--- src/design/stack_blur_line_assert.svh ---
// ----------------------------------------------------------------------------
// Assertion macros for the stack blur line filter.
// Simulation builds get the checks and synthesis builds get empty bodies.
// ----------------------------------------------------------------------------
`ifndef STACK_BLUR_LINE_ASSERT_SVH
`define STACK_BLUR_LINE_ASSERT_SVH

`ifndef SYNTHESIS
// The condition must hold at every clock edge outside reset.
`define SBL_ASSERT_HOLDS(lbl, clk, rst, cond) \
  lbl: assert property (@(posedge clk) disable iff (rst) (cond)) \
    else $error("stack blur line assertion failed");
// The condition pre at one edge requires post at the next edge.
`define SBL_ASSERT_NEXT(lbl, clk, rst, pre, post) \
  lbl: assert property (@(posedge clk) disable iff (rst) (pre) |=> (post)) \
    else $error("stack blur line assertion failed");
`else
`define SBL_ASSERT_HOLDS(lbl, clk, rst, cond)
`define SBL_ASSERT_NEXT(lbl, clk, rst, pre, post)
`endif

`endif

--- src/design/sbl_pkg.sv ---
// ----------------------------------------------------------------------------
// sbl_pkg
// Types and constants shared by the stack blur line filter modules.
// ----------------------------------------------------------------------------
`timescale 1ns / 1ps

package sbl_pkg;

  localparam int PIX_W = 8;
  localparam int WSUM_W = 18;
  localparam int ISUM_W = 13;

  typedef enum logic [2:0] {
    ST_IDLE,
    ST_RD,
    ST_CALC,
    ST_DIV,
    ST_EMIT
  } state_t;

  // INIT: first pixel of a line, GROW: filling the right half, SLIDE: steady.
  typedef enum logic [1:0] {
    PH_INIT,
    PH_GROW,
    PH_SLIDE
  } phase_t;

  typedef struct packed {
    logic        calc;
    phase_t      phase;
    logic [5:0]  wgt;
    logic [9:0]  tri_k;
    logic [5:0]  r1;
    logic        step;
    logic [2:0]  dbit;
    logic [10:0] ds;
  } lane_ctl_t;

endpackage

--- src/design/sbl_merge.sv ---
// ----------------------------------------------------------------------------
// sbl_merge
// Gathers the lane quotients, or the centre pixel's alpha when alpha blur is off,
// into one output item, and holds it in the output register until taken downstream.
// ----------------------------------------------------------------------------
`timescale 1ns / 1ps

module sbl_merge (
  input  logic       clk,
  input  logic       rst,
  input  logic       load,
  input  logic [7:0] red_q,
  input  logic [7:0] green_q,
  input  logic [7:0] blue_q,
  input  logic [7:0] alpha_q,
  input  logic [7:0] mid_alpha,
  input  logic       line_alpha,
  input  logic       last,
  output logic       free,
  output logic       m_tvalid,
  input  logic       m_tready,
  output logic [31:0] m_tdata,   // red_out, green_out, blue_out, alpha_out
  output logic       m_tlast     // line_done
);
  import sbl_pkg::*;

  assign free = !m_tvalid || m_tready;

  always_ff @(posedge clk) begin
    if (rst) begin
      m_tvalid <= 1'b0;
    end else if (load) begin
      m_tvalid <= 1'b1;
    end else if (m_tready) begin
      m_tvalid <= 1'b0;
    end
  end

  always_ff @(posedge clk) begin
    if (load) begin
      m_tdata <= {(line_alpha ? alpha_q : mid_alpha), blue_q, green_q, red_q};
      m_tlast <= last;
    end
  end

endmodule

--- config.mk ---
export PLATFORM = sky130hd
export DESIGN_NAME = sbl_merge
export DESIGN_NICKNAME = d
export VERILOG_FILES = /design/src/design/stack_blur_line_assert.svh /design/src/design/sbl_pkg.sv /design/src/design/sbl_merge.sv
export SDC_FILE = /design/constraint.sdc
export NUM_CORES = 1
export LEC_CHECK = 0
export BUFFER_PORTS_ARGS = -buffer_cell sky130_fd_sc_hd__buf_2
export CAP_MARGIN = 40
export CORE_MARGIN = 4
export CORE_UTILIZATION = 42
export CTS_BUF_LIST = sky130_fd_sc_hd__clkbuf_4 sky130_fd_sc_hd__clkbuf_8
export CTS_CLUSTER_SIZE = 24
export DETAILED_ROUTE_END_ITERATION = 7
export GPL_TIMING_DRIVEN = 0
export PLACE_DENSITY = 0.82
export SETUP_SLACK_MARGIN = 0.15
export SKIP_CTS_REPAIR_TIMING = 1
export SKIP_LAST_GASP = 1
export SYNTH_ARGS = -nofsm -noshare
export SYNTH_HDL_FRONTEND = slang
export SYNTH_SLANG_ARGS = --single-unit
--- constraint.sdc ---
create_clock -name clk -period 0.9 [get_ports clk]
set_input_delay 0.09 -clock clk [delete_from_list [all_inputs] [get_ports clk]]
set_output_delay 0.09 -clock clk [all_outputs]
set_load 0.01 [all_outputs]
; ---- Word level (Yosys, flattened, before mapping)
; Index checks and enable logic that the tools add are counted.
[totals]
mem_bits_ro = 0
inputBits = 46
mem_count = 0
latch_bits = 0
register_bits = 34
wordCells = 9
out_inout_bits = 35
mem_bits_rw = 0
[op_classes]
n_shift = 0
eq_ne = 0
muxes = 3
div = 0
n_mul = 0
bitwise_logic = 0
reduce_logical = 3
order_cmp = 0
addsub = 0
[ops]
columns = cell, count
row1 = $mux W8, 1
row2 = $mux W1, 2
row3 = $reduce_bool A2 Y1, 1
row4 = $logic_not A1 Y1, 1
row5 = $logic_or A1 B1 Y1, 1

; ---- Logic depth before layout (Yosys ltp)
; Gate-level depths: netlist of the first run.
[logic_depth]
ltp_word = 2
mapped_depth = 2
ltp_nobuf = 2

; ---- Worst setup path after synthesis of the first run
; No wires, ideal clock.
[synth_path]
path_type = input to register
from = input line_alpha
to = register m_tdata[24] (data pin)
setup_time_ns = 0.260
setup_slack_ns = 0.134
arrival_ns = 0.506
cell_stages = 2
required_ns = 0.640
path_cell_list = buf_6 -> mux2_4
[synth_via]
elab_chain_len = 1
[synth_lines]
columns = item, line
row1 = start: declaration, sbl_merge.sv:17  ; input logic line_alpha,
row2 = $mux W8, sbl_merge.sv:41  ; m_tdata <= {(line_alpha ? alpha_q : mid_alpha), blue_q, green_q, red_q};
row3 = end signal: assignment, sbl_merge.sv:41
row4 = end: declaration, sbl_merge.sv:22  ; output logic [31:0] m_tdata,
; Every way passes these cells.
; A chain may end at the register's enable or synchronous reset.

; ---- Worst setup path after layout of the first run
[layout_path]
from = register m_tvalid
to = output free
[layout_via]
elab_chain_len = 2
[layout_lines]
columns = item, line
row1 = start: declaration, sbl_merge.sv:20  ; output logic m_tvalid,
row2 = start signal: assignment, sbl_merge.sv:31  ; m_tvalid <= 1'b0;
row3 = start signal: assignment, sbl_merge.sv:33  ; m_tvalid <= 1'b1;
row4 = start signal: assignment, sbl_merge.sv:35  ; m_tvalid <= 1'b0;
row5 = $logic_not A1 Y1, sbl_merge.sv:27  ; assign free = !m_tvalid || m_tready;
row6 = $logic_or A1 B1 Y1, sbl_merge.sv:27
row7 = end: declaration, sbl_merge.sv:19  ; output logic free,
; Every way passes these cells.

==> results of run 1 <==
## worst paths after layout
kind | endpoint | slack, ns | cells past startpoint
worst max register to register | m_tvalid | 0.16 | 3
worst min-delay path | m_tdata[25] | 0.06 | 2
worst min register to register | m_tvalid | 0.61 | 3
worst max-delay path | free | -0.07 | 2
## metrics by stage
| step | instances | hold slack [ns] | setup slack (ns) | TNS [ns] | total power (uW) |
|---|---|---|---|---|---|
| 2_1_floorplan | 46 | 0.159 | 0.151 | 0 | 2090 |
| 3_3_place_gp | 155 | 0.245 | -0.107 | -3.53 | 2320 |
| 3_5_place_dp | 155 | 0.247 | -0.133 | -4.38 | 2340 |
| 4_1_cts | 162 | -0.111 | -0.0744 | -1.57 | 3070 |
| 5_1_grt | 189 | 0.0361 | -0.123 | -3.04 | 3300 |
| 6_report | 189 | 0.0561 | -0.0706 | -1.18 | 3130 |
## synthesized netlist by cell type, drive strengths merged
cell | n | share of area [%]
edfxtp | 33 | 86
a21oi | 1 | 0.43
mux2 | 8 | 10
dfxtp | 1 | 1.7
nand2b | 1 | 0.54
buf | 1 | 0.97
inv | 1 | 0.32
## area by class of cell
class | count | area, sq um
multi-input combinational | 10 | 131
clock buffer | 5 | 37.5
buffer | 1 | 20.0
sequential | 34 | 1010
fill | 157 | 629
inverter | 1 | 3.75
timing repair buffer | 106 | 663
tap | 30 | 37.5
clock inverter | 2 | 10.0
## power by group through the flow
stage / registers, uW / clock network, uW / logic [uW]
after detailed placement: 1950 / 0 / 389
final: 1910 / 740 / 479
after global routing: 1920 / 864 / 517
after floorplan: 2020 / 0 / 67.6
after global placement: 1940 / 0 / 379
after CTS: 1910 / 766 / 389
## metal layers
| layer | track usage (%) | vias up | part of all wire (%) |
|---|---|---|---|
| met5 | 0 | - | 0 |
| met4 | 6.50 | 0 | 2.0 |
| met3 | 7.87 | 7 | 17 |
| met2 | 22.1 | 60 | 49 |
| met1 | 13.9 | 371 | 32 |
| li1 | - | 405 | - |
## registers in the layout (all words and copies together) (netlist names)
signal	count
m_tdata	32
m_tvalid	1
m_tlast	1
## cells by family after synthesis
kind of cell | Yosys count | synth area share (%)
simple gates | 1 | 0.541
buf+inv | 2 | 1.30
mux | 8 | 10.4
compound gates | 1 | 0.432
flops | 34 | 87.4
## worst max-delay path, cell delays in order (launching register included)
cell and delay (ns):
dfxtp_2 0.33, nand2b_1 0.09, buf_2 0.14
==> qor.yml, run 1 <==
drt:
  vias_per_cell: 4.46
  wl_per_cell_um: 14.2
  drt_pass1_iterations: 4
  vias: 843
  drc: 0
  finalWirelength_mm: 2.69
  drt_iter0_drc: 17
  ant_nets: 0
logic_synthesis:
  synthDistinctLibCells: 7
  netlist_instances: 46
  synth.net_count: 92
  yosysSeqAreaShare_pct: 87.4
  synth_warnings: 0
  synth_seq_cells: 34
  syn_area_per_cell_sq_um: 25.2
  syn_area_sq_um: 1160
die:
  num_io_pins: 81
  start_util_pct: 45.5
  fp.dieW_um: 60.5
  row_count: 18
  die_h_um: 60.5
  core_sq_um: 2540
  die-area_sq_um: 3660
timing:
  maxSlewViolCount: 0
  hold_viol_final: 0
  period_share_pct: 108
  skew_ns: 0
  setup_viol: 34
  worst_pin_slew_ns: 0.705
  rsz0062_at_grt: "true"
  fin_crit_ns: 0.971
  fmax_mhz: 1030
  slew_headroom_pct: 53.0
  setup_slack_ns: -0.0706
setup_path:
  end_kind: "output port"
  crit_type: "reg -> out"
  startpoint_type: "flip-flop"
  required_ns: 0.81
  r2r-start: "m_tvalid"
  cp_data_arrival_time_ns: 0.88
  crit_path_start: "m_tvalid"
  path_max_fanout: 2
clock_network:
  cts-buffers-inserted: 5
  cts_tree: "yes"
  path_clk_slew_ns: 0.09
  htree_levels: 2
  ctsRootBufferMaster: "clkbuf_4"
  cts_buffer_depth: 2
  insertion_delay_ns: 0.33
  cts.sink_count: 34
layout:
  finalNetCount: 205
  diodes: 0
  final_cell_mix: "buf_2, edfxtp_1, dlygate4sd3_1"
  final_util_pct: 75.3
  layout-drive-gt1-share_pct: 61.0
  final_cell_area_sq_um: 1920
  layout_commonest_cell: "buf_2"
  area_delta_synth_final_pct: 65.5
power:
  intPower_uw: 2440
  leakage_uw: 0.000869
  seqPwrFrac_pct: 61.0
  powerDensity_nw_per_um2: 1630
  clkPwrFrac_pct: 23.7
  peakVddDrop_mv: 1.20
  p_sw_share_pct: 22.1
  comb_power_share_pct: 15.3
  p_sw_uw: 692
global_routing:
  grt_max_degree: 35
  grt_overflow: 0
  grt_pass1_wl_mm: 3.35
  grt_pass1_vias: 709
  globalRouteTotalUtil_pct: 13.5
  antenna_found_initial: 0
worst_hold_path:
  worstHoldStart: "mid_alpha[1]"
  hold_class: "in -> reg"
outcome:
  violations: "negative setup slack"
  status: "finished with violations"
run:
  cap_viol_max_count: 0
place:
  io_buffers: 79
  postPlaceCellArea_sq_um: 1600
  place_congestion: 0.635
(Power assumes the default switching activity.)
==> run 2: changes to the inputs <==
--- a/config.mk
+++ b/config.mk
@@ -7,7 +7,7 @@
 export LEC_CHECK = 0
 export BUFFER_PORTS_ARGS = -buffer_cell sky130_fd_sc_hd__buf_2
 export CAP_MARGIN = 40
-export CORE_MARGIN = 4
+export CORE_MARGIN = 2
 export CORE_UTILIZATION = 42
 export CTS_BUF_LIST = sky130_fd_sc_hd__clkbuf_4 sky130_fd_sc_hd__clkbuf_8
 export CTS_CLUSTER_SIZE = 24
==> run 2 against run 1 <==
Compared with the run above:
- the flow still finishes with violations (negative setup slack)
- critical path type unchanged
- sequential share of layout area shrank 0.27 points
- design area grew 0.52%
- non-clock buffer count shrank 1
- fmax grew 0.79%
- global-route usage grew 0.086 points
- worst setup slack gained 0.0076 ns
- first-iteration DRC count shrank 29%
==> qor.yml, run 2 (synthesis results as in run 1) <==
outcome:
  status: "finished with violations"
  violations: "negative setup slack"
global_routing:
  grt_pass1_wl_mm: 3.04  # -9.3%
  antenna_found_initial: 0  # unchanged
  grt_max_degree: 35  # unchanged
  grt_overflow: 0  # unchanged
  grt_pass1_vias: 745  # +5.1%
  globalRouteTotalUtil_pct: 13.6  # +0.086 points
layout:
  final_cell_mix: "buf_2, edfxtp_1, dlygate4sd3_1"
  final_util_pct: 71.7  # -3.6 points
  nFillCells: 199  # +27%
  regMostFlops: "m_tdata"
  area_delta_synth_final_pct: 66.4
  top_regs: "m_tdata x32, m_tlast x1, m_tvalid x1"
  multi_input_area_sq_um: 131  # unchanged
  layout-drive-gt1-share_pct: 61.0  # unchanged
  layout_commonest_cell: "buf_2"
  final_cells: 190  # +0.53%
  largest_reg_flops: 32  # unchanged
  register_area_sq_um: 1010  # unchanged
  finalNetCount: 204  # -0.49%
  final_cell_area_sq_um: 1930  # +0.52%
  diodes: 0  # unchanged
die:
  start_util_pct: 43.1  # -2.4 points
  row_count: 19  # +1
  core_sq_um: 2690  # +5.6%
  num_io_pins: 81  # unchanged
  die-area_sq_um: 3190  # -13%
  die_h_um: 56.5  # -6.6%
  fp.dieW_um: 56.5  # -6.6%
clock_network:
  htree_levels: 2  # unchanged
  cts_tree: "yes"
  cts_buffer_depth: 2  # unchanged
  ctsRootBufferMaster: "clkbuf_4"
  path_clk_slew_ns: 0.10  # about the same
  cts-buffers-inserted: 5  # unchanged
  cts.sink_count: 34  # unchanged
  insertion_delay_ns: 0.33  # about the same
timing:
  fmax_mhz: 1040  # +0.79%
  period_share_pct: 107  # -0.85 points
  setup_viol: 34  # unchanged
  hold_viol_final: 0  # unchanged
  rsz0062_at_grt: "true"
  maxSlewViolCount: 0  # unchanged
  setup-tns-final_ns: -1.05  # +0.135 ns
  setup_slack_ns: -0.0629  # +0.00762 ns
  slew_headroom_pct: 52.0  # -0.96 points
  worst_pin_slew_ns: 0.719  # +0.0144 ns
  skew_ns: 0  # unchanged
  hold-worst-slack_ns: 0.0211  # -0.0350 ns
  fin_crit_ns: 0.963  # -0.00762 ns
setup_path:
  end_kind: "output port"
  required_ns: 0.81  # about the same
  cpMaxStageDelayCell: "dfxtp_2"
  crit_type: "reg -> out"
  cp_data_arrival_time_ns: 0.87  # about the same
  crit_chain: "nand2b_1, buf_2"
  crit_family: "flip-flops"
  path_max_fanout: 2  # unchanged
  startpoint_type: "flip-flop"
  max_stage_delay_ns: 0.34  # about the same
  crit_buf_inv: 1  # unchanged
power:
  leakage_uw: 0.000873  # +0.41%
  clkPwrFrac_pct: 27.0  # +3.3 points
  powerDensity_nw_per_um2: 1690  # +3.6%
  intPower_uw: 2560  # +5.1%
  comb_power_share_pct: 14.4  # -0.9 points
  peakVddDrop_mv: 1.29  # +8.1%
  seqPwrFrac_pct: 58.6  # -2.4 points
  p_sw_share_pct: 21.4  # -0.76 points
  p_sw_uw: 696  # +0.54%
drt:
  drc: 0  # unchanged
  drt_pass1_iterations: 4  # unchanged
  drt_iter0_drc: 12  # -5
  wl_per_cell_um: 12.5  # -12%
  ant_nets: 0  # unchanged
  vias_per_cell: 4.37  # -2.1%
  vias: 830  # -1.5%
  finalWirelength_mm: 2.37  # -12%
place:
  post-dp-hpwl_mm: 1.56
  place_inst: 156  # +0.65%
  postPlaceCellArea_sq_um: 1600  # about the same
  place_congestion: 0.645  # +1.4%
  io_buffers: 79  # unchanged
worst_hold_path:
  hold_class: "in -> reg"
run:
  cap_viol_max_count: 0  # unchanged
run 2: path summary, 6_finish.rpt:
path	startpoint	end	slack, ns	cells past startpoint
worst max-delay path	m_tvalid	free	-0.06	2
worst min-delay path	m_tready	m_tvalid	0.02	3
worst max register to register	m_tvalid	m_tvalid	0.30	2
worst min register to register	m_tvalid	m_tvalid	0.50	2
run 2: worst reg2reg max path, cell delays in order (launching register included):
cell	delay, ns
dfxtp_2	0.34
nand2b_1	0.06
a21oi_1	0.13
run 2: through the flow:
stage | setup WS, ns | total power [uW]
after CTS | -0.0859 | 3210
after floorplan | 0.151 | 2090
final | -0.0629 | 3260
after global routing | -0.136 | 3420
after global placement | -0.103 | 2310
after detailed placement | -0.149 | 2330
run 2: layout make-up:
class,instances,area share [%]
clock buffers,7,3.05
clock inverters,1,0.260
inverters,1,0.195
well taps,31,2.01
plain buffers,1,1.04
flip-flops and latches,34,52.6
multi-input cells,10,6.82
repair buffers,105,34.0
run 2: power groups by stage:
stage / logic (uW) / registers, uW / clock network (uW)
4_1_cts: 387 / 1910 / 912
2_1_floorplan: 67.6 / 2020 / 0
3_3_place_gp: 375 / 1940 / 0
3_5_place_dp: 387 / 1950 / 0
5_1_grt: 506 / 1920 / 992
6_report: 469 / 1910 / 880
run 2: metal layers:
| metal | wire (um) | part of all wire [%] | global-route usage, % | up-vias |
|---|---|---|---|---|
| met5 | 0 | 0 | 0 | - |
| met4 | 49 | 2.1 | 7.14 | 0 |
| met3 | 318 | 13 | 8.53 | 7 |
| met2 | 1130 | 47 | 20.8 | 58 |
| met1 | 879 | 37 | 14.4 | 362 |
| li1 | - | - | - | 403 |
==> run 3: changes to the inputs <==
--- a/config.mk
+++ b/config.mk
@@ -5,15 +5,16 @@
 export SDC_FILE = /design/constraint.sdc
 export NUM_CORES = 1
 export LEC_CHECK = 0
-export BUFFER_PORTS_ARGS = -buffer_cell sky130_fd_sc_hd__buf_2
 export CAP_MARGIN = 40
+export CORE_ASPECT_RATIO = 0.9
 export CORE_MARGIN = 2
-export CORE_UTILIZATION = 42
+export CORE_UTILIZATION = 60
 export CTS_BUF_LIST = sky130_fd_sc_hd__clkbuf_4 sky130_fd_sc_hd__clkbuf_8
 export CTS_CLUSTER_SIZE = 24
 export DETAILED_ROUTE_END_ITERATION = 7
+export DONT_BUFFER_PORTS = 1
 export GPL_TIMING_DRIVEN = 0
-export PLACE_DENSITY = 0.82
+export PLACE_DENSITY = 0.76
 export SETUP_SLACK_MARGIN = 0.15
 export SKIP_CTS_REPAIR_TIMING = 1
 export SKIP_LAST_GASP = 1
==> run 3 against run 2 <==
Compared with the run above:
- the run ends with negative hold slack left
- combinational power fell by 63%
- non-clock buffer count down 78
- worst setup slack better by 0.075 ns
- hold slack worse by 0.17 ns
- wire length decreased by 4.3%
- global-route usage up 0.40 points
- critical endpoint unchanged
==> qor.yml, run 3 (synthesis results as in run 1) <==
outcome:
  status: "finished with violations"
  violations: "negative hold slack"
clock_network:
  cts.sink_count: 34  # unchanged
  path_clk_slew_ns: 0.10  # about the same
  cts-buffers-inserted: 5  # unchanged
  ctsRootBufferMaster: "clkbuf_4"
  cts_tree: "yes"
  htree_levels: 2  # unchanged
  insertion_delay_ns: 0.33  # about the same
  cts_buffer_depth: 2  # unchanged
timing:
  rsz0062_at_grt: "true"
  hold_viol_final: 42  # +42
  period_share_pct: 98.7  # -8.3 points
  setup-tns-final_ns: 0  # +1.05 ns
  fin_crit_ns: 0.888  # -0.0750 ns
  setup_viol: 0  # -100%
  maxSlewViolCount: 0  # unchanged
  setup_slack_ns: 0.0121  # +0.0750 ns
  slew_headroom_pct: 89.7  # +38 points
  skew_ns: 0  # unchanged
  hold-worst-slack_ns: -0.144  # -0.165 ns
  fmax_mhz: 1130  # +8.4%
  worst_pin_slew_ns: 0.155  # -0.565 ns
setup_path:
  crit_family: "flip-flops"
  max_stage_delay_ns: 0.38  # +0.04 ns
  end_kind: "output port"
  cpMaxStageDelayCell: "dfxtp_4"
  path_max_fanout: 2  # unchanged
  cp_data_arrival_time_ns: 0.80  # -0.07 ns
  startpoint_type: "flip-flop"
  crit_type: "reg -> out"
  crit_buf_inv: 0  # -1
  required_ns: 0.81  # about the same
  crit_chain: "nand2b_4"
drt:
  ant_nets: 0  # unchanged
  drt_iter0_drc: 9  # -3
  drc: 0  # unchanged
  drt_pass1_iterations: 4  # unchanged
  wl_per_cell_um: 21.4  # +71%
  finalWirelength_mm: 2.27  # -4.3%
  vias: 562  # -32%
  vias_per_cell: 5.30  # +21%
die:
  row_count: 15  # -4
  num_io_pins: 81  # unchanged
  die-area_sq_um: 2300  # -28%
  core_sq_um: 1860  # -31%
  die_h_um: 45.7  # -19%
  start_util_pct: 62.3  # +19 points
  fp.dieW_um: 50.3  # -11%
run:
  cap_viol_max_count: 0  # unchanged
layout:
  final_cells: 106  # -44%
  final_util_pct: 85.6  # +14 points
  diodes: 0  # unchanged
  layout-drive-gt1-share_pct: 23.5  # -38 points
  largest_reg_flops: 32  # unchanged
  top_regs: "m_tdata x32, m_tlast x1, m_tvalid x1"
  finalNetCount: 126  # -38%
  layout_commonest_cell: "edfxtp_1"
  nFillCells: 76  # -62%
  final_cell_mix: "edfxtp_1, dlygate4sd3_1, mux2_4"
  regMostFlops: "m_tdata"
  area_delta_synth_final_pct: 37.4
global_routing:
  antenna_found_initial: 0  # unchanged
  grt_pass1_wl_mm: 2.10  # -31%
  grt_overflow: 0  # unchanged
  grt_pass1_vias: 457  # -39%
  grt_max_degree: 35  # unchanged
  globalRouteTotalUtil_pct: 14.0  # +0.40 points
worst_hold_path:
  hold_class: "in -> reg"
power:
  powerDensity_nw_per_um2: 2270  # +34%
  peakVddDrop_mv: 1.74  # +34%
  leakage_uw: 0.000592  # -32%
place:
  place_congestion: 0.675  # +4.7%
  place_inst: 71  # -54%
  dp_slack_ns: 0.131  # +0.280 ns
  io_buffers: 0  # -100%
## run 3: changes by cell type in the layout (fill, tap and decap cells not counted)
cell / change
buf_2: -79
bufinv_16: +2
clkbuf_4: -1
clkinv_2: -1
dfxtp_2: -1
dfxtp_4: +1
dlygate4sd3_1: +1
nand2b_1: -1
nand2b_4: +1
## run 3: per-stage QoR
step	instance area, sq um	total power (uW)
6_report	1590	3600
5_1_grt	1590	3730
4_1_cts	1310	3510
3_5_place_dp	1200	2120
3_3_place_gp	1200	2110
2_1_floorplan	1170	2090
## run 3: path summary, 6_finish.rpt
check	slack, ns	endpoint	from	cells past startpoint
worst max-delay path	0.01	free	m_tvalid	1
worst min-delay path	-0.14	m_tdata[7]	load	0
worst min register to register	0.55	m_tvalid	m_tvalid	2
worst max register to register	0.24	m_tvalid	m_tvalid	2
## run 3: metal layers
layer	global-route usage (%)	part of all wire [%]	up-vias
met2	22.6	56	53
li1	-	-	247
met4	4.86	1.5	0
met3	12.8	11	4
met1	12.5	32	258
met5	0	0	-
## run 3: final cells by class
type	instances	area, sq um	area share (%)
clock buffer	6	51.3	3.23
timing repair buffer	27	270	17.0
buffer	1	20.0	1.26
multi-input combinational	10	139	8.73
tap	25	31.3	1.97
inverter	1	3.75	0.236
sequential	34	1010	63.8
clock inverter	2	60.1	3.78
## run 3: report_power, final
part	leakage (uW)	total, uW	internal, uW	switching, uW
Sequential	0.000332	2000	1890	117
Combinational	0.000202	175	134	41.2
Clock	0.0000585	1420	941	482
Total	0.000592	3600	2960	640
