## src/design/stack_blur_line_assert.svh

```systemverilog
// ----------------------------------------------------------------------------
// Assertion macros for the stack blur line filter.
// Simulation builds get the checks and synthesis builds get empty bodies.
// ----------------------------------------------------------------------------
`ifndef STACK_BLUR_LINE_ASSERT_SVH
`define STACK_BLUR_LINE_ASSERT_SVH

`ifndef SYNTHESIS
// The condition must hold at every clock edge outside reset.
`define SBL_ASSERT_HOLDS(lbl, clk, rst, cond) \
  lbl: assert property (@(posedge clk) disable iff (rst) (cond)) \
    else $error("stack blur line assertion failed");
// The condition pre at one edge requires post at the next edge.
`define SBL_ASSERT_NEXT(lbl, clk, rst, pre, post) \
  lbl: assert property (@(posedge clk) disable iff (rst) (pre) |=> (post)) \
    else $error("stack blur line assertion failed");
`else
`define SBL_ASSERT_HOLDS(lbl, clk, rst, cond)
`define SBL_ASSERT_NEXT(lbl, clk, rst, pre, post)
`endif

`endif

```

## src/design/sbl_pkg.sv

```systemverilog
// ----------------------------------------------------------------------------
// sbl_pkg
// Types and constants shared by the stack blur line filter modules.
// ----------------------------------------------------------------------------
`timescale 1ns / 1ps

package sbl_pkg;

  localparam int PIX_W = 8;
  localparam int WSUM_W = 18;
  localparam int ISUM_W = 13;

  typedef enum logic [2:0] {
    ST_IDLE,
    ST_RD,
    ST_CALC,
    ST_DIV,
    ST_EMIT
  } state_t;

  // INIT: first pixel of a line, GROW: filling the right half, SLIDE: steady.
  typedef enum logic [1:0] {
    PH_INIT,
    PH_GROW,
    PH_SLIDE
  } phase_t;

  typedef struct packed {
    logic        calc;
    phase_t      phase;
    logic [5:0]  wgt;
    logic [9:0]  tri_k;
    logic [5:0]  r1;
    logic        step;
    logic [2:0]  dbit;
    logic [10:0] ds;
  } lane_ctl_t;

endpackage

```

## src/design/sbl_lane.sv

```systemverilog
// ----------------------------------------------------------------------------
// sbl_lane
// One color channel: running weighted, incoming and outgoing sums, and a
// restoring divider that yields the 8-bit quotient one bit per cycle.
// ----------------------------------------------------------------------------
`timescale 1ns / 1ps

module sbl_lane (
  input  logic               clk,
  input  logic               rst,
  input  sbl_pkg::lane_ctl_t ctl,
  input  logic [7:0]         v,
  input  logic [7:0]         m,
  input  logic [7:0]         d,
  output logic [7:0]         quo
);
  import sbl_pkg::*;

  logic [WSUM_W-1:0] wsum, wsum_next;
  logic [ISUM_W-1:0] isum, isum_next;
  logic [ISUM_W-1:0] osum, osum_next;
  logic [WSUM_W-1:0] rem;
  logic [WSUM_W-1:0] trial;
  logic [WSUM_W:0]   slide_w;

  assign slide_w = (WSUM_W+1)'(wsum) + (WSUM_W+1)'(isum) + (WSUM_W+1)'(v)
                 - (WSUM_W+1)'(osum);
  assign trial = WSUM_W'(ctl.ds) << ctl.dbit;

  always_comb begin
    wsum_next = wsum;
    isum_next = isum;
    osum_next = osum;
    unique case (ctl.phase)
      PH_INIT: begin
        wsum_next = WSUM_W'({10'd0, v} * {8'd0, ctl.tri_k});
        osum_next = ISUM_W'({5'd0, v} * {7'd0, ctl.r1});
        isum_next = '0;
      end
      PH_GROW: begin
        wsum_next = wsum + WSUM_W'({6'd0, v} * {8'd0, ctl.wgt});
        isum_next = isum + ISUM_W'(v);
      end
      PH_SLIDE: begin
        wsum_next = WSUM_W'(slide_w);
        osum_next = osum - ISUM_W'(d) + ISUM_W'(m);
        isum_next = isum + ISUM_W'(v) - ISUM_W'(m);
      end
      default: ;
    endcase
  end

  always_ff @(posedge clk) begin
    if (rst) begin
      wsum <= '0;
      isum <= '0;
      osum <= '0;
    end else if (ctl.calc) begin
      wsum <= wsum_next;
      isum <= isum_next;
      osum <= osum_next;
    end
  end

  always_ff @(posedge clk) begin
    if (ctl.calc) begin
      rem <= wsum_next;
      quo <= '0;
    end else if (ctl.step && rem >= trial) begin
      rem <= rem - trial;
      quo[ctl.dbit] <= 1'b1;
    end
  end

endmodule

```

## config.mk

```make
export PLATFORM = sky130hd
export DESIGN_NAME = sbl_lane
export DESIGN_NICKNAME = d
export VERILOG_FILES = /design/src/design/stack_blur_line_assert.svh /design/src/design/sbl_pkg.sv /design/src/design/sbl_lane.sv
export SDC_FILE = /design/constraint.sdc
export NUM_CORES = 1
export LEC_CHECK = 0
export BUFFER_PORTS_ARGS = -buffer_cell sky130_fd_sc_hd__buf_2
export CORE_UTILIZATION = 60
export CTS_CLUSTER_SIZE = 16
export DETAILED_ROUTE_END_ITERATION = 7
export PLACE_DENSITY_LB_ADDON = 0.05
export SETUP_SLACK_MARGIN = 0.05
export SLEW_MARGIN = 20
export SYNTH_ARGS = -nofsm -noshare
export SYNTH_HDL_FRONTEND = slang
export SYNTH_SLANG_ARGS = --single-unit
```

## constraint.sdc

```tcl
create_clock -name clk -period 10.28 [get_ports clk]
set_clock_uncertainty 0.05 [all_clocks]
set_input_delay 1.028 -clock clk [delete_from_list [all_inputs] [get_ports clk]]
set_output_delay 1.028 -clock clk [all_outputs]
set_load 0.005 [all_outputs]
```

# --- Word level (Yosys, flattened, before mapping) ---
# Index checks and enable logic that the tools add are counted.
word_totals:
  input_bits: 66
  register_bits: 70
  elab_cells: 39
classes:
  n_eq_ne: 2
  n_mux: 7
  shifts: 1
  multipliers: 3
  bitwise_logic: 1
  add_sub_neg: 9
  reduce_logical: 8
  order_cmp: 3
op_table:
  columns: ["cell", "count"]
  rows:
  - ["18-bit case mux with 3 select lines", 1]
  - ["13-bit case mux with 3 select lines", 1]
  - ["18-bit two-way mux", 2]
  - ["13-bit by 8-bit adder with 13-bit output", 2]
  - ["13-bit case mux with 2 select lines", 1]
  - ["13-bit by 8-bit subtractor with 13-bit output", 2]
  - ["18-bit by 13-bit adder with 18-bit output", 1]
  - ["18-bit by 14-bit adder with 18-bit output", 1]
  - ["18-bit by 8-bit adder with 18-bit output", 1]
  - ["18-bit greater-or-equal comparator", 1]
  - ["8-bit by 10-bit multiplier with 18-bit output", 1]
  - ["11-bit by 3-bit left shift with 18-bit output", 1]
  - ["18-bit by 13-bit subtractor with 18-bit output", 1]
  - ["18-bit subtractor", 1]
  - ["8-bit by 6-bit multiplier with 14-bit output", 1]
  - ["8-bit by 6-bit multiplier with 13-bit output", 1]
  - ["8-bit OR", 1]
  - ["3-bit by 4-bit less-than comparator with 1-bit output (second input constant)", 1]
  - ["2-bit AND reduction", 2]
  - ["2-bit nonzero test", 2]
  - ["1-bit demux with 3-bit select", 1]
  - ["3-bit by 1-bit greater-or-equal comparator with 1-bit output (second input constant)", 1]
  - ["3-bit nonzero test", 1]
  - ["2-bit by 1-bit == test with 1-bit output (second input constant)", 1]
  - ["4 further kinds", 5]

# --- Depth between registers and ports, before layout ---
# Gate-level depths: netlist of run 1.
depth:
  ltp_word: 5
  depth_mapped: 19
  mapped_depth_nobuf: 18

# --- Worst setup path before layout of run 1 ---
# OpenSTA, ideal clock, no wires.
synth_timing:
  path_kind: "input-to-reg"
  start: "input v[2]"
  end: "register rem[14], data pin"
  path_buffers: 1
  required_ns: 9.950
  arrival_time_ns: 5.327
  setup_slack_ns: 4.624
  path_stages: 16
  path_cell_list: "clkbuf_1 -> nand2_1 -> fa_1 -> inv_1 -> fa_1 -> fa_1 -> fa_1 -> ha_1 -> or3_1 -> nand2b_1 -> o2111ai_1 -> a21oi_1 -> a41o_1 -> and2_0 -> a2111oi_0 -> a21oi_1"
synth_between:
  elab_chain_cells: 4
synth_rtl:
  columns: ["element", "line_no", "text"]
  rows:
  - ["start, declared", "sbl_lane.sv:12", "input logic [7:0] v,"]
  - ["8-bit by 6-bit multiplier with 14-bit output / 18-bit by 8-bit adder with 18-bit output (equally long branches)", "sbl_lane.sv:41, sbl_lane.sv:26", null]
  - ["18-bit by 14-bit adder with 18-bit output / 18-bit by 13-bit subtractor with 18-bit output (equally long branches)", "sbl_lane.sv:41, sbl_lane.sv:27", null]
  - ["18-bit case mux with 3 select lines (*)", "sbl_lane.sv:34", "unique case (ctl.phase)"]
  - ["18-bit two-way mux (*)", "sbl_lane.sv:66", "if (ctl.calc) begin"]
  - ["end signal, assigned", "sbl_lane.sv:67", "rem <= wsum_next;"]
  - ["end signal, assigned", "sbl_lane.sv:70", "rem <= rem - trial;"]
  - ["end, declared", "sbl_lane.sv:22", "logic [WSUM_W-1:0] rem;"]
# Mark *: on every way between the ends. The rest lies on a longest branch, timed or not.
# A chain may end at the register's enable or synchronous reset.

# --- Final worst setup path of run 1 ---
layout_timing:
  start: "input v[6]"
  end: "register rem[14], data pin"
# The elaborated chain is that of the path after synthesis.

==> metrics.txt, run 1 <==
nets 2038; GP Congestion 0.9388; Worst-path clk slew 0.06 ns; failing checks design-rule violations; placed cells 1933; cts repair resizes 0; Routed WL 33140 um; GRT Resource Usage Total 30.48%; FF/Latch Area 0.001582 mm2; slew margin rel. 29.24%; Setup crit start kind input pin; vias in the first global route 10957; layout cell share with drive strength beyond 1 6.950%; CTS H-tree lvls 3; Setup CP Type in -> reg; Seq/Total Area, Yosys 11.89%; filler-free cell count of the finished design 1949; cell taking the most area after synthesis fa_1; final worst-path cycle share 57.74%; Hold Path Class reg -> reg; Slew Viols, Final 0; DR iter-0 viols 638; synth top area cells fa_1 (21%), ha_1 (16%), dfxtp_1 (7.8%), inv_1 (7.5%), and2_1 (4.5%); count leader, synth inv_1; Clock Latency Late Sink 0.35 ns; Syn Area/Cell 8.172 um2; I/O Buffers 73; Yosys cell types 68; Ant. Diodes 0; XOR/XNOR share of the synthesized area 5.599%; clk root buf clkbuf_16; Worst Path Max Fanout 24; remaining antenna violation count 0; Layout area overhead 6.578%; min Tclk post-route 5.936 ns; Mapped Area 0.01330 mm2; fmax 168.5 MHz; Syn Inst Count 1627; Final Hold Violating Endpoints 0; initial antenna violation count 0; Worst EP arrival 5.95 ns; die height 150.9 um; routed vias/inst 5.822; outcome complete, but fails checks; crit-path most repeated cell fa_1; Core Area 0.02176 mm2; Placement Rows 54; largest net degree at the start of global routing 46; drt pass-1 iters 7; Die Width 150.9 um; GRT Residual Overflow 0; EDFF count, synth 18; Critical Path End Type flop; RSZ-0062 raised after global routing false; most frequent cells after synthesis inv_1 (264), ha_1 (168), nand2_1 (147); hold_buf cts 0; residual DRC count 2; Multi-input gate area 0.01051 mm2; critical path cell sequence buf_2 > and2_1 > fa_1 > fa_1 > fa_1 > inv_1 > fa_1 > inv_1 > ha_1 > or3_1 > o22ai_1 > a21oi_1 > a21oi_1 > o21ai_0 > xnor2_1 > a2111oi_0 > a21oi_1; CTS Sinks 70; Yosys reg bits 70; Initial Utilization 61.12%; Post CTS Setup Buffer Count 0; Compound-Gate Fraction of Synth Area 17.79%; CP max-delay cell a2111oi_0; CTS tree done; Synthesized Nets 2001; vias 11347; final setup fails 0; max_cap viols 0; Leakage 6.931 nW; setup TNS 0 ns; I/O pin cnt 74; Synth Area in Adders 36.89%; total CTS buffers 9; Fillers 1951; yosys warns 0; fin util 65.14%; post-DR wirelength/cell 17.00 um; Crit path required time 10.29 ns; FFs w/ async S/R, synth 0%; area fraction of the dominant cell type after synthesis 21.08%; Die ar. 0.02276 mm2; HPWL after detailed placement 26550 um; Post-Synth Simple-Gate Area 16.75%; largest family of logic cells by synthesized area adder cells; Peak VDD IR 0.09840 mV; worst slew pin tran 1.061 ns; ys flop type dfxtp_1; Worst path max stage delay 0.63 ns; mux contribution to synthesized area 2.014%; first-pass GRT wire length 53880 um; CTS max path bufs 2; pwr dens 186.3 mW/mm2
[cell type report]
type                       count  area share (%)
clock buffer                  13           1.987
clock inverter                 3          0.1678
inverter                     266           7.046
multi-input combinational   1236           74.17
sequential                    70           11.16
tap                          280           2.472
timing repair buffer          81           3.002
[per-layer routing]
metal	wire, um	global-route usage, %	part of all wire, %
met1	15310	40.66	46
met2	15510	51.47	47
met3	1443	3.765	4.4
met4	877	9.300	2.6
met5	0	0	0
[through the flow]
stage / area (um2) / worst slack (ns) / power (W) / hold slack [ns]
final: 14170 / 4.344 / 0.002640 / 0.4134
after floorplan: 13300 / 4.624 / 0.001864 / 0.3953
after global routing: 14170 / 4.040 / 0.002901 / 0.4288
after detailed placement: 13870 / 4.103 / 0.002304 / 0.4048
after CTS: 14170 / 4.457 / 0.002638 / 0.4179
after global placement: 13870 / 4.193 / 0.002270 / 0.3900
[registers in the layout, indices dropped and copies added (netlist names)]
register  cells
rem          18
osum         13
quo           8
wsum         18
isum         13
[logic make-up after synthesis]
logic type               Yosys count
AND/OR/NAND/NOR                  462
AO/OA/AOI/OAI                    355
buffers and inverters            321
adder cells (fa/ha/maj)          308
XOR/XNOR                          85
flip-flops                        70
multiplexers                      26
[critical path: cells and delay by family]
kind	cells	cell delay (ns)
xor+xnor	1	0.14
buf+inv	3	0.56
compound gates	6	1.40
fa+ha+maj	5	2.20
simple gates	2	0.61
[placed cells by master (no fill, tap or decap), types with 31 or more instances in the layout]
| cell | n |
|---|---|
| xnor2_1 | 60 |
| nor2_1 | 96 |
| nor3_1 | 31 |
| o21ai_0 | 74 |
| and2_1 | 95 |
| a211oi_1 | 38 |
| inv_1 | 264 |
| fa_1 | 140 |
| dfxtp_1 | 52 |
| a21oi_1 | 90 |
| nand2_1 | 147 |
| ha_1 | 168 |
| buf_2 | 73 |
[final timing paths]
path | to | cells after the start | start | slack [ns]
max | rem[14]$_DFFE_PP_ | 17 | v[6] | 4.34
min | quo[1]$_SDFFE_PP0P_ | 1 | quo[1]$_SDFFE_PP0P_ | 0.41
max reg2reg | rem[17]$_DFFE_PP_ | 14 | wsum[1]$_SDFFE_PP0P_ | 5.54
min reg2reg | quo[1]$_SDFFE_PP0P_ | 1 | quo[1]$_SDFFE_PP0P_ | 0.41
[power by group]
part | switching (W) | leakage (nW) | internal (W)
clock network | 0.000132 | 0.151 | 0.000193
registers | 0.0000335 | 0.609 | 0.000357
logic | 0.00110 | 6.17 | 0.000820
Note: power is estimated with default switching activity, not from simulation.
==> run 2: changes to the inputs <==
==> constraint.sdc (replaced) <==
create_clock -name clk -period 6.2 [get_ports clk]
set_clock_uncertainty 0.05 [all_clocks]
set_input_delay 0.62 -clock clk [delete_from_list [all_inputs] [get_ports clk]]
set_output_delay 0.62 -clock clk [all_outputs]
set_load 0.005 [all_outputs]
==> run 2 against run 1 <==
- the flow now finishes without violations
- power is 67% higher
- utilization is 0.18 points higher
- hold slack worse by 0.0090 ns
- first-iteration DRC count is 0.31% lower
- critical endpoint unchanged
- highest routed layer unchanged
==> metrics.txt, run 2 (synthesis gave the netlist of run 1 again) <==
reg-to-reg startpoint wsum[1]$_SDFFE_PP0P_; Peak VDD IR 0.1548 mV; hold path depth 1; pre-CTS setup slack 0.3536 ns; Hold Slack 0.4044 ns; setup TNS 0 ns; Core Area 0.02176 mm2; Post CTS Setup Buffer Count 0; Routed WL 33840 um; Worst Path Max Fanout 24; nets 2044; worst hold start quo[6]$_SDFFE_PP0P_; post-DR wirelength/cell 17.31 um; Setup CP Type in -> reg; WHS Endpoint quo[6]$_SDFFE_PP0P_; CTS H-tree lvls 3; worst slew pin tran 1.002 ns; layout cell share with drive strength beyond 1 7.224%; Worst-path clk slew 0.06 ns; Multi-input gate area 0.01051 mm2; Die ar. 0.02276 mm2; I/O pin cnt 74; Setup crit start kind input pin; vias 11499; setup ws final 0.6984 ns; fin util 65.32%; Leakage 6.953 nW; CTS tree done; die height 150.9 um; final setup fails 0; pwr dens 310.0 mW/mm2; Ant. Diodes 0; Final Hold Violating Endpoints 0; first-pass GRT wire length 55660 um; M1 wire length 15000 um; top flop regs rem: 18 flops, wsum: 18 flops; R2R Path End rem[17]$_DFFE_PP_; hold_buf cts 0; commonest non-fill, non-tap cell in the layout inv_1; fmax 181.8 MHz; Post-DP Area 0.01391 mm2; Clock Latency Late Sink 0.35 ns; GP Congestion 0.9289; Layout area overhead 6.869%; top routing layer used met4; outcome complete, no violations; GRT Residual Overflow 0; drt pass-1 iters 5; initial antenna violation count 0; HPWL after detailed placement 27160 um; Initial Utilization 61.12%; slew margin rel. 33.17%; FF-to-FF setup slack 1.45 ns; design area 0.01421 mm2; Fillers 1939; DR WL met2 16350 um; CTS max path bufs 2; max_cap viols 0; Placement Rows 54; routed vias/inst 5.882; DR iter-0 viols 636; DR WL met3 1691 um; vias in the first global route 11361; Critical Path End Type flop; residual DRC count 0; total CTS buffers 9; CTS Sinks 70; final worst-path cycle share 88.74%; most frequent cells in the layout inv_1 (264), ha_1 (168), nand2_1 (147), fa_1 (140), nor2_1 (96); FF-to-FF path depth 14; FF/Latch Area 0.001582 mm2; largest net degree at the start of global routing 46; GRT Resource Usage Total 31.45%; Slew Viols, Final 0; min Tclk post-route 5.502 ns; Hold Path Class reg -> reg; remaining antenna violation count 0; Crit path required time 6.25 ns; I/O Buffers 73; Worst EP arrival 5.55 ns; RSZ-0062 raised after global routing false; clk root buf clkbuf_16; cts repair resizes 0; Die Width 150.9 um
run 2: cell type report:
| class | count | area share [%] |
|---|---|---|
| Clock inverter | 5 | 0.3962 |
| Sequential cell | 70 | 11.13 |
| Inverter | 266 | 7.026 |
| Timing Repair Buffer | 87 | 3.311 |
| Tap cell | 280 | 2.465 |
| Clock buffer | 11 | 1.708 |
| Multi-Input combinational cell | 1236 | 73.96 |
run 2: report_power, final:
part / switching (W) / total [W] / internal [W]
clock: 0.000221 / 0.000544 / 0.000323
combinational: 0.00185 / 0.00321 / 0.00137
sequential: 0.0000562 / 0.000649 / 0.000592
run 2: worst max-delay path: stages:
cell,delay (ns)
buf_2,0.44
nand2_1,0.16
fa_1,0.53
inv_1,0.05
fa_1,0.55
fa_1,0.43
fa_1,0.45
ha_1,0.24
or3_1,0.42
nand2b_1,0.18
o2111ai_1,0.29
a21oi_1,0.11
a41o_1,0.20
and2_0,0.17
a2111oi_0,0.45
buf_4,0.19
a21oi_1,0.03
run 2: how the worst max path moves through the flow:
stage / from / end / slack [ns] / depth (start not counted)
finish: v[3] / rem[14]$_DFFE_PP_ / 0.70 / 17
global route: v[5] / rem[17]$_DFFE_PP_ / 0.37 / 16
CTS: v[3] / rem[14]$_DFFE_PP_ / 0.71 / 17
detailed placement: v[3] / rem[14]$_DFFE_PP_ / 0.35 / 17
global placement: v[3] / rem[14]$_DFFE_PP_ / 0.42 / 17
floorplan: v[2] / rem[14]$_DFFE_PP_ / 0.95 / 16
run 2: layer usage:
metal  vias up  GRT usage, %
met5         -             0
met4         0         8.300
met3        44         3.524
met2       309         55.37
met1      5598         40.79
li1       5548             -
run 2: per-stage QoR:
stage / total power [W] / std cells
floorplan: 0.003091 / 1627
global placement: 0.003764 / 1939
detailed placement: 0.003835 / 1939
CTS: 0.004400 / 1955
global route: 0.004826 / 1955
finish: 0.004405 / 1955
==> run 3: changes to the inputs <==
--- a/config.mk
+++ b/config.mk
@@ -5,6 +5,7 @@
 export SDC_FILE = /design/constraint.sdc
 export NUM_CORES = 1
 export LEC_CHECK = 0
+export ABC_AREA = 1
 export BUFFER_PORTS_ARGS = -buffer_cell sky130_fd_sc_hd__buf_2
 export CORE_UTILIZATION = 60
 export CTS_CLUSTER_SIZE = 16
==> run 3 against run 2 <==
- final cell count up 24%
- global-route usage rose by 3.1 points
- sequential share of layout area is 0.55 points lower
- first-iteration DRC count grew 42%
- hold slack better by 0.0037 ns
- die area increased by 6.0%
- fmax up 10%
- utilization increased by 0.096 points
- via count is 17% higher
- register-to-register slack improved by 0.94 ns
- critical path type unchanged
- largest cell class unchanged
==> metrics.txt, run 3 <==
outcome complete, no violations; Die ar. 0.02412 mm2; remaining antenna violation count 0; Leakage 8.404 nW; fin util 65.41%; routed vias/inst 5.540; Syn Inst Count 2093; CTS H-tree lvls 3; pwr dens 296.7 mW/mm2; CTS max path bufs 2; Hold Path Class reg -> reg; GP Congestion 1.035; Hold Slack 0.4081 ns; Critical Path End Type flop; min Tclk post-route 5.001 ns; Syn Area/Cell 6.738 um2; FFs w/ async S/R, synth 0%; Yosys cell types 58; slew margin rel. 39.17%; Worst path max stage delay 0.57 ns; CTS Sinks 70; EDFF count, synth 18; HPWL after detailed placement 32280 um; Setup CP Type in -> reg; fmax 200.0 MHz; Initial Utilization 61.73%; Synthesized Nets 2467; RSZ-0062 raised after global routing false; synth top area cells fa_1 (20%), ha_1 (15%), nand2_1 (14%), inv_1 (12%), dfxtp_1 (7.4%); Placement Rows 55; hold_buf cts 0; worst slew pin tran 0.9124 ns; Worst Path Max Fanout 24; final worst-path cycle share 80.66%; residual DRC count 0; commonest non-fill, non-tap cell in the layout nand2_1; CTS tree done; Yosys reg bits 70; die height 155.3 um; post-DR wirelength/cell 16.18 um; Clock Latency Late Sink 0.36 ns; reg-to-reg startpoint wsum[1]$_SDFFE_PP0P_; Routed WL 39320 um; Worst path top cell family by delay adder cells; count leader, synth nand2_1; crit-path most repeated cell nand2_1; Slew Viols, Final 0; total CTS buffers 9; Core Area 0.02285 mm2; top flop regs rem: 18 flops, wsum: 18 flops; GRT Resource Usage Total 34.53%; placed cells 2413; Die Width 155.3 um; I/O pin cnt 74; Post CTS Setup Buffer Count 0; setup TNS 0 ns; first-pass GRT wire length 65830 um; Crit path required time 6.36 ns; I/O Buffers 73; critical path cell sequence buf_2 > nand2_1 > fa_1 > inv_1 > fa_1 > fa_1 > fa_1 > ha_1 > a21oi_1 > inv_1 > nor2_1 > nand2_1 > nand2_1 > nand2_1 > nand2_1 > nand2_1 > o21ai_0 > o21ai_1 > nand2_1; initial antenna violation count 1; Final Hold Violating Endpoints 0; area fraction of the dominant cell type after synthesis 19.87%; GRT Residual Overflow 0; Peak VDD IR 0.1516 mV; Mapped Area 0.01410 mm2; Layout area overhead 5.971%; Worst-path clk slew 0.06 ns; Worst EP arrival 5.16 ns; most frequent cells after synthesis nand2_1 (539), inv_1 (442), a21oi_1 (175); cts repair resizes 0; yosys warns 0; worst setup path startpoint v[2]; DR iter-0 viols 904; max_cap viols 0; most frequent cells in the layout nand2_1 (539), inv_1 (442), a21oi_1 (175), ha_1 (168), fa_1 (140); Setup crit start kind input pin; vias 13461; cell taking the most area after synthesis fa_1; vias in the first global route 13631; drt pass-1 iters 7; ys flop type dfxtp_1; clk root buf clkbuf_16; CP max-delay cell fa_1; Seq/Total Area, Yosys 11.21%; worst hold start quo[2]$_SDFFE_PP0P_; largest net degree at the start of global routing 41; final setup fails 0; Buf+Inv Stages, Crit Path 3; filler-free cell count of the finished design 2430; layout cell share with drive strength beyond 1 6.380%; nets 2485
-- run 3: cell types whose count changed after synthesis, moves of 16 or more --
cell	delta
a211oi_1	-36
xnor2_1	-51
nand4_1	+16
and2_1	-92
nand2_1	+392
nand3_1	+63
nor3_1	-18
a21oi_1	+85
mux2i_1	-19
o21ai_0	+39
inv_1	+178
-- run 3: layout make-up --
class	instances	area (um2)
Timing Repair Buffer	79	410.4
Sequential cell	70	1582
Clock inverter	7	103.9
Multi-Input combinational cell	1500	10540
Tap cell	313	391.6
Antenna cell	1	2.502
Clock buffer	9	225.2
Inverter	451	1693
Fill cell	2183	7903
-- run 3: layer usage --
metal	part of all wire [%]	GRT usage, %
met3	6.2	4.290
met4	3.9	14.33
met1	42	42.50
met2	48	61.07
met5	0	0
-- run 3: worst reg2reg max path, stage by stage, from the launching register on --
cell      delay [ns]
dfxtp_1         0.43
inv_1           0.10
fa_1            0.52
inv_1           0.05
fa_1            0.43
ha_1            0.23
fa_1            0.48
nand3_1         0.09
nand3_1         0.11
nand3_1         0.10
nand2_1         0.13
or2_2           0.30
nand3_1         0.12
nand4_1         0.13
o211ai_1        0.15
o21ai_0         0.11
-- run 3: path summary, 6_finish.rpt --
path | to | slack [ns] | depth (start not counted)
hold / removal | quo[2]$_SDFFE_PP0P_ | 0.41 | 2
setup / recovery | rem[13]$_DFFE_PP_ | 1.20 | 19
setup reg to reg | rem[9]$_DFFE_PP_ | 2.39 | 15
hold reg to reg | quo[2]$_SDFFE_PP0P_ | 0.41 | 2
-- run 3: metrics by stage --
step	power [W]	setup WS [ns]	instance area, um2
after detailed placement	0.003803	0.8871	14610
final	0.004434	1.199	14940
after global placement	0.003750	0.8711	14610
after global routing	0.004919	0.9848	14940
after floorplan	0.003004	1.565	14100
after CTS	0.004410	1.235	14940
-- run 3: kinds of logic after synthesis --
kind of cell / synth area share, %
flops: 11.21
compound gates: 14.32
mux: 0.07098
xor+xnor: 1.730
buf+inv: 14.07
simple gates: 23.81
fa+ha+maj: 34.78
-- run 3: power breakdown --
group	internal (W)	switching, W	total [W]
Sequential	0.000589	0.0000606	0.000650
Clock	0.000358	0.000234	0.000592
Combinational	0.00114	0.00206	0.00319
